<file path="src/hdl/mesh_vertex_normals_core_macros.svh">
// Assertion macros used by the top-level design file.
`ifndef MESH_VERTEX_NORMALS_CORE_MACROS_SVH
`define MESH_VERTEX_NORMALS_CORE_MACROS_SVH

`ifndef NO_ASSERTIONS
// Consequent must hold in the same cycle as the antecedent.
`define MVN_ASSERT_SAME(label, clk, rst, ante, cons) \
  label: assert property (@(posedge clk) disable iff (rst) (ante) |-> (cons)) \
    else $error("mesh_vertex_normals_core: assertion failed");
// Consequent must hold in the cycle after the antecedent.
`define MVN_ASSERT_NEXT(label, clk, rst, ante, cons) \
  label: assert property (@(posedge clk) disable iff (rst) (ante) |=> (cons)) \
    else $error("mesh_vertex_normals_core: assertion failed");
`else
`define MVN_ASSERT_SAME(label, clk, rst, ante, cons)
`define MVN_ASSERT_NEXT(label, clk, rst, ante, cons)
`endif

`endif

</file>
<file path="src/hdl/mvn_pkg.sv">
`timescale 1ns / 1ps
`default_nettype none
package mvn_pkg;

  // Field and store widths.
  localparam int VIDX_W     = 10;
  localparam int VERT_DEPTH = 1024;
  localparam int COORD_W    = 32;
  localparam int NORM_W     = 18;
  localparam int SUM_W      = 26;
  localparam int VERT_W     = 3 * COORD_W;
  localparam int SUMS_W     = 3 * SUM_W;
  localparam int KIND_W     = 2;

  // Datapath widths.
  localparam int EDGE_W  = COORD_W + 1;
  localparam int ESH_W   = 31;
  localparam int PROD_W  = 2 * ESH_W;
  localparam int CROSS_W = PROD_W + 1;
  localparam int MAG_W   = 32;
  localparam int SQ_W    = 2 * MAG_W;
  localparam int DIV_W   = MAG_W + 16;

  // Item kinds.
  localparam logic [KIND_W-1:0] KIND_STORE = 2'd0;
  localparam logic [KIND_W-1:0] KIND_TRI   = 2'd1;
  localparam logic [KIND_W-1:0] KIND_QUERY = 2'd2;
  localparam logic [KIND_W-1:0] KIND_RSVD  = 2'd3;

  // One queued item.
  typedef struct packed {
    logic [KIND_W-1:0]         kind;
    logic [VIDX_W-1:0]         idx;
    logic signed [COORD_W-1:0] px;
    logic signed [COORD_W-1:0] py;
    logic signed [COORD_W-1:0] pz;
    logic [VIDX_W-1:0]         ca;
    logic [VIDX_W-1:0]         cb;
    logic [VIDX_W-1:0]         cc;
  } item_t;

  // Status of the normalisation unit.
  typedef struct packed {
    logic done;
    logic zero;
  } norm_status_t;

endpackage
`default_nettype wire

</file>
<file path="src/hdl/mvn_front.sv">
`timescale 1ns / 1ps
`default_nettype none
module mvn_front (
  input  logic                                clk,
  input  logic                                rst,
  input  logic                                start,
  input  logic [mvn_pkg::KIND_W-1:0]          kind,
  input  logic [mvn_pkg::VIDX_W-1:0]          vertex_index,
  input  logic signed [mvn_pkg::COORD_W-1:0]  pos_x,
  input  logic signed [mvn_pkg::COORD_W-1:0]  pos_y,
  input  logic signed [mvn_pkg::COORD_W-1:0]  pos_z,
  input  logic [mvn_pkg::VIDX_W-1:0]          corner_a,
  input  logic [mvn_pkg::VIDX_W-1:0]          corner_b,
  input  logic [mvn_pkg::VIDX_W-1:0]          corner_c,
  output logic                                busy,
  output mvn_pkg::item_t                      item,
  output logic                                item_valid,
  input  logic                                item_pop
);

  mvn_pkg::item_t slots [2];
  logic           wr_ptr;
  logic           rd_ptr;
  logic [1:0]     count;
  logic           accept;
  logic           push;
  logic           pop;

  // A transaction is taken while the queue has room; reserved kinds are dropped here.
  assign accept     = start && !busy;
  assign push       = accept && (kind != mvn_pkg::KIND_RSVD);
  assign pop        = item_pop && item_valid;
  assign busy       = (count == 2'd2);
  assign item_valid = (count != 2'd0);
  assign item       = slots[rd_ptr];

  // Queue pointers and fill level.
  always_ff @(posedge clk) begin
    if (rst) begin
      wr_ptr <= 1'b0;
      rd_ptr <= 1'b0;
      count  <= 2'd0;
    end else begin
      if (push) begin
        wr_ptr <= ~wr_ptr;
      end
      if (pop) begin
        rd_ptr <= ~rd_ptr;
      end
      count <= count + {1'b0, push} - {1'b0, pop};
    end
  end

  // Queue payload.
  always_ff @(posedge clk) begin
    if (push) begin
      slots[wr_ptr] <= '{kind: kind, idx: vertex_index, px: pos_x, py: pos_y, pz: pos_z,
                         ca: corner_a, cb: corner_b, cc: corner_c};
    end
  end

endmodule
`default_nettype wire

</file>
<file path="config.mk">
export PLATFORM = sky130hd
export DESIGN_NAME = mvn_front
export DESIGN_NICKNAME = d
export VERILOG_FILES = /design/src/hdl/mesh_vertex_normals_core_macros.svh /design/src/hdl/mvn_pkg.sv /design/src/hdl/mvn_front.sv
export SDC_FILE = /design/constraint.sdc
export NUM_CORES = 1
export LEC_CHECK = 0
export ABC_AREA = 1
export BUFFER_PORTS_ARGS = -buffer_cell sky130_fd_sc_hd__clkbuf_2
export CAP_MARGIN = 0
export CORE_MARGIN = 2
export CORE_UTILIZATION = 58
export CTS_BUF_LIST = sky130_fd_sc_hd__clkbuf_4 sky130_fd_sc_hd__clkbuf_8
export DETAILED_ROUTE_END_ITERATION = 10
export GPL_TIMING_DRIVEN = 1
export PLACE_DENSITY = 0.88
export SETUP_SLACK_MARGIN = 0.2
export SLEW_MARGIN = 20
export SYNTH_ARGS = -nofsm -noshare
export SYNTH_HDL_FRONTEND = slang
export SYNTH_SLANG_ARGS = --single-unit
</file>
<file path="constraint.sdc">
create_clock -name clk -period 15.3 [get_ports clk]
set_clock_uncertainty 0.1 [all_clocks]
set_input_delay 1.53 -clock clk [delete_from_list [all_inputs] [get_ports clk]]
set_output_delay 1.53 -clock clk [all_outputs]
set_load 0.005 [all_outputs]
</file>
# Yosys cells after proc, flatten, opt, wreduce, memory -nomap -nowiden
# Memories as Yosys holds them, arrays and structs flattened. A register that Yosys moved wholly into a read port is not among the register bits.
# Cells that the tools add are included.
# totals
register_bits	4
n_memories	1
input_bits	142
ramBits	276
output_inout_bits	140
# classes
reduce_logical	5
muxes	4
eq_ne	2
n_addsub	2
bitwise_logic	2
# mem_list
name	depth	word_bits	read_ports	rd_ports_with_merged_regs	wr	line	source
slots	2	138	1	1	1	mvn_front.sv:21	mvn_pkg::item_t slots [2];
# op_table
operator	n
1-bit two-way mux	4
1-bit logical AND	3
2-bit by 1-bit adder with 2-bit output	1
2-bit equality test (second input constant)	1
2-bit inequality test (second input constant)	1
1-bit NOT	2
2-bit nonzero test	1
2-bit by 1-bit subtractor with 2-bit output	1
1-bit logical NOT	1

# Logic depth before layout (Yosys ltp)
# logic_depth
depth_word	6
mapped_depth	11
depth_no_buf	11

# Worst setup path after synthesis
# No wires, ideal clock.
# synth_timing
path_type	input to register
start	input port kind[0] (netlist bit)
end	memory slots[0][0] (netlist bit) (enable)
arrival_time_ns	7.459
path_buffers	0
path_slack_ns	7.103
setup_time_ns	0.637
cell_stages	3
path_cell_list	nand2_1 -> nand3_1 -> nor2_1
# synth_via
elab_chain_len	4
# synth_lines
item	line	source
start: declaration	mvn_front.sv:7	input logic [mvn_pkg::KIND_W-1:0] kind,
2-bit inequality test	mvn_front.sv:31	assign push = accept && (kind != mvn_pkg::KIND_RSVD);
1-bit logical AND	mvn_front.sv:31	
1-bit two-way mux	mvn_front.sv:56	if (push) begin
1-bit two-way mux (not written as such)	mvn_front.sv:57	slots[wr_ptr] <= '{kind: kind, idx: vertex_index, px: pos_x, py: pos_y, pz: pos_z,
end: declaration	mvn_front.sv:21	
# No other way between the ends.

==> results.py <==
metrics = {
    "clock_tree": {
        "cts_sinks": 281,
        "cts_hold_buf": 0,
        "cts_resized": 0,
        "clock_path_buffers": 3,
        "clkSlewWorstSetupHoldPaths_ns": 0.06,
        "post-cts-setup-buffers": 0,
        "cts_root_buf": "clkbuf_8",
        "cts_buffers": 43,
        "htree_levels": 2,
        "cts_tree": "yes",
        "insertion_delay_ns": 0.52,
    },
    "yosys": {
        "synth_top_area_frac": 0.807,
        "yosysTopAreaCell": "edfxtp_1",
        "synthTopCellsByCount": "edfxtp_1 (276), mux2_2 (138), buf_6 (14)",
        "yosysMostFrequentCell": "edfxtp_1",
        "synth-seq-cells": 281,
        "synth_area_um2": 10300,
        "synthTopCellsByArea": "edfxtp_1 (81%), mux2_2 (15%), buf_6 (1.5%)",
        "ys_warn_count": 0,
        "synthArstFlopShare": 0,
        "synth_fp_nets": 613,
        "synth_ff_type": "edfxtp_1",
        "synthCells": 469,
        "ys_types": 13,
        "synth-edff-count": 276,
        "avgSynthCellArea_um2": 21.9,
        "ys_seq_area_frac": 0.817,
    },
    "worst_setup_path": {
        "criticalPathCategory": "register to output pin",
        "arrival_ns": 2.94,
        "critPathMaxFanout": 77,
        "crit_required_ns": 13.67,
        "crit_chain": "buf_4 -> mux2_2 -> clkbuf_2",
        "r2r_slack_ns": 12.56,
        "cp-end-kind": "output pin",
        "start_kind": "register",
        "crit_buf_inv": 2,
        "slowest_stage": "dfxtp_4",
        "crit_family": "buffers and inverters",
        "max_stage_delay_ns": 0.86,
    },
    "timing": {
        "finalCriticalPeriod_ns": 4.57,
        "setup_viol": 0,
        "maxSlewViolCount": 0,
        "hold_violations": 0,
        "max_freq_ghz": 0.219,
        "fin_tns_setup_ns": 0,
        "fin_hold_ws_ns": 0.436,
        "slew_headroom": 0.302,
        "worst_pin_slew_ns": 1.05,
        "fin_crit_sh": 0.298,
        "rsz0062_at_grt": "no",
    },
    "floorplanning": {
        "initial_core_util": 0.593,
        "die_y_um": 137,
        "dieArea_um2": 18800,
        "pin_count": 282,
        "die_x_um": 137,
        "core_um2": 17300,
        "core.rowCount": 48,
    },
    "finish": {
        "drive_above_1_share": 0.603,
        "fill_cells": 1047,
        "final_nets": 928,
        "n_antenna_cell": 0,
        "syn_to_final_growth_pct": 23.5,
    },
    "drt": {
        "routed_via_density": 5.18,
        "final_antenna_net_count": 0,
        "wire_per_inst_um": 18.8,
        "drc": 0,
        "wl_um": 19600,
        "first_pass_iters": 4,
        "drt_iter0_drc": 270,
        "dr_total_vias": 5407,
    },
    "global_routing": {
        "grt.total_usage": 0.200,
        "grt_max_degree": 87,
        "grt_pass1_vias": 5694,
        "antenna_found_initial": 0,
        "met1_usage": 0.210,
        "use_met3": 0.0674,
        "grt-ovfl-total": 0,
        "grt_util_met2": 0.368,
        "grt_pass1_wl_um": 28300,
        "grt.busiest_layer": "met2",
    },
    "worst_hold_path": {
        "hold_path.class": "register to register",
    },
    "run_status": {
        "status": "finished clean",
    },
    "power": {
        "peakVddDrop_uv": 90.3,
        "leakagePower_nw": 4.83,
        "powerDensity_nw_per_um2": 152,
    },
    "placement": {
        "gp_congestion": 0.784,
        "numPortBuffers": 281,
        "hpwlAfterDp_um": 13200,
    },
    "run": {
        "cap_violations": 0,
    },
}
==> per-layer routing <==
metal | share of wire | wire length, µm
met3 | 0.081 | 1590
met1 | 0.36 | 7120
met5 | 0 | 0
met2 | 0.53 | 10300
met4 | 0.026 | 512
==> worst paths after layout <==
check / cells after the start / from / endpoint
max: 3 / register / item[106]
min: 2 / rd_ptr / rd_ptr
max reg2reg: 5 / count[0] / slots[1][109]
min reg2reg: 2 / rd_ptr / rd_ptr
==> report_power, final <==
| group | internal [mW] | switching, mW | total (mW) |
|---|---|---|---|
| Clock | 0.319 | 0.261 | 0.580 |
| Sequential | 0.944 | 0.0379 | 0.982 |
| Combinational | 0.187 | 0.176 | 0.363 |
==> placed cells by master, fill, tap and decap left out, types with 2 or more instances in the layout <==
master / count
clkbuf_8: 46
clkinv_1: 12
clkbuf_4: 17
clkinvlp_4: 3
ha_1: 2
clkbuf_2: 281
nand3_1: 3
nor2_1: 6
dfxtp_1: 4
nand2_1: 9
mux2_2: 138
inv_1: 10
edfxtp_1: 276
buf_4: 3
==> state kept, by name, summed over array words and instances (netlist names), named ones only <==
signal	flops
slots	276
count	2
rd_ptr	1
wr_ptr	1
==> per-stage QoR <==
step           setup WS (ns)  cell area (µm²)  instances  power (mW)  utilization
6_report               10.73            12700       1043        1.93        0.733
3_5_place_dp           11.24            11800        964        1.36        0.684
5_1_grt                10.55            12700       1043        2.01        0.733
3_3_place_gp           11.32            11800        964        1.34        0.684
4_1_cts                10.66            12700       1043        1.95        0.732
2_1_floorplan           7.10            10300        469        1.22            -
==> worst min-delay path, delay by kind of cell (launching register included) <==
kind	cells	cell delay [ns]
and+or+nand+nor	2	0.15
DFF	1	0.35
==> cells by family (layout without fill, tap and decap cells) <==
kind of cell / Yosys count / count (layout) / synth area share
mux: 138 / 138 / 0.151
fa+ha+maj: 2 / 2 / 0.00244
simple gates: 20 / 20 / 0.00792
compound gates: 2 / 2 / 0.00122
flops: 281 / 281 / 0.817
buf+inv: 26 / 375 / 0.0199
==> area by class of cell <==
cell class,count,area (µm²),share of cell area
multi-input cells,162,1680,0.133
well taps,225,282,0.0222
inverters,11,46.3,0.00365
flip-flops and latches,281,8390,0.662
clock buffers,63,761,0.0600
repair buffers,285,1440,0.114
clock inverters,16,72.6,0.00573
Note: power is estimated with default switching activity, not from simulation.
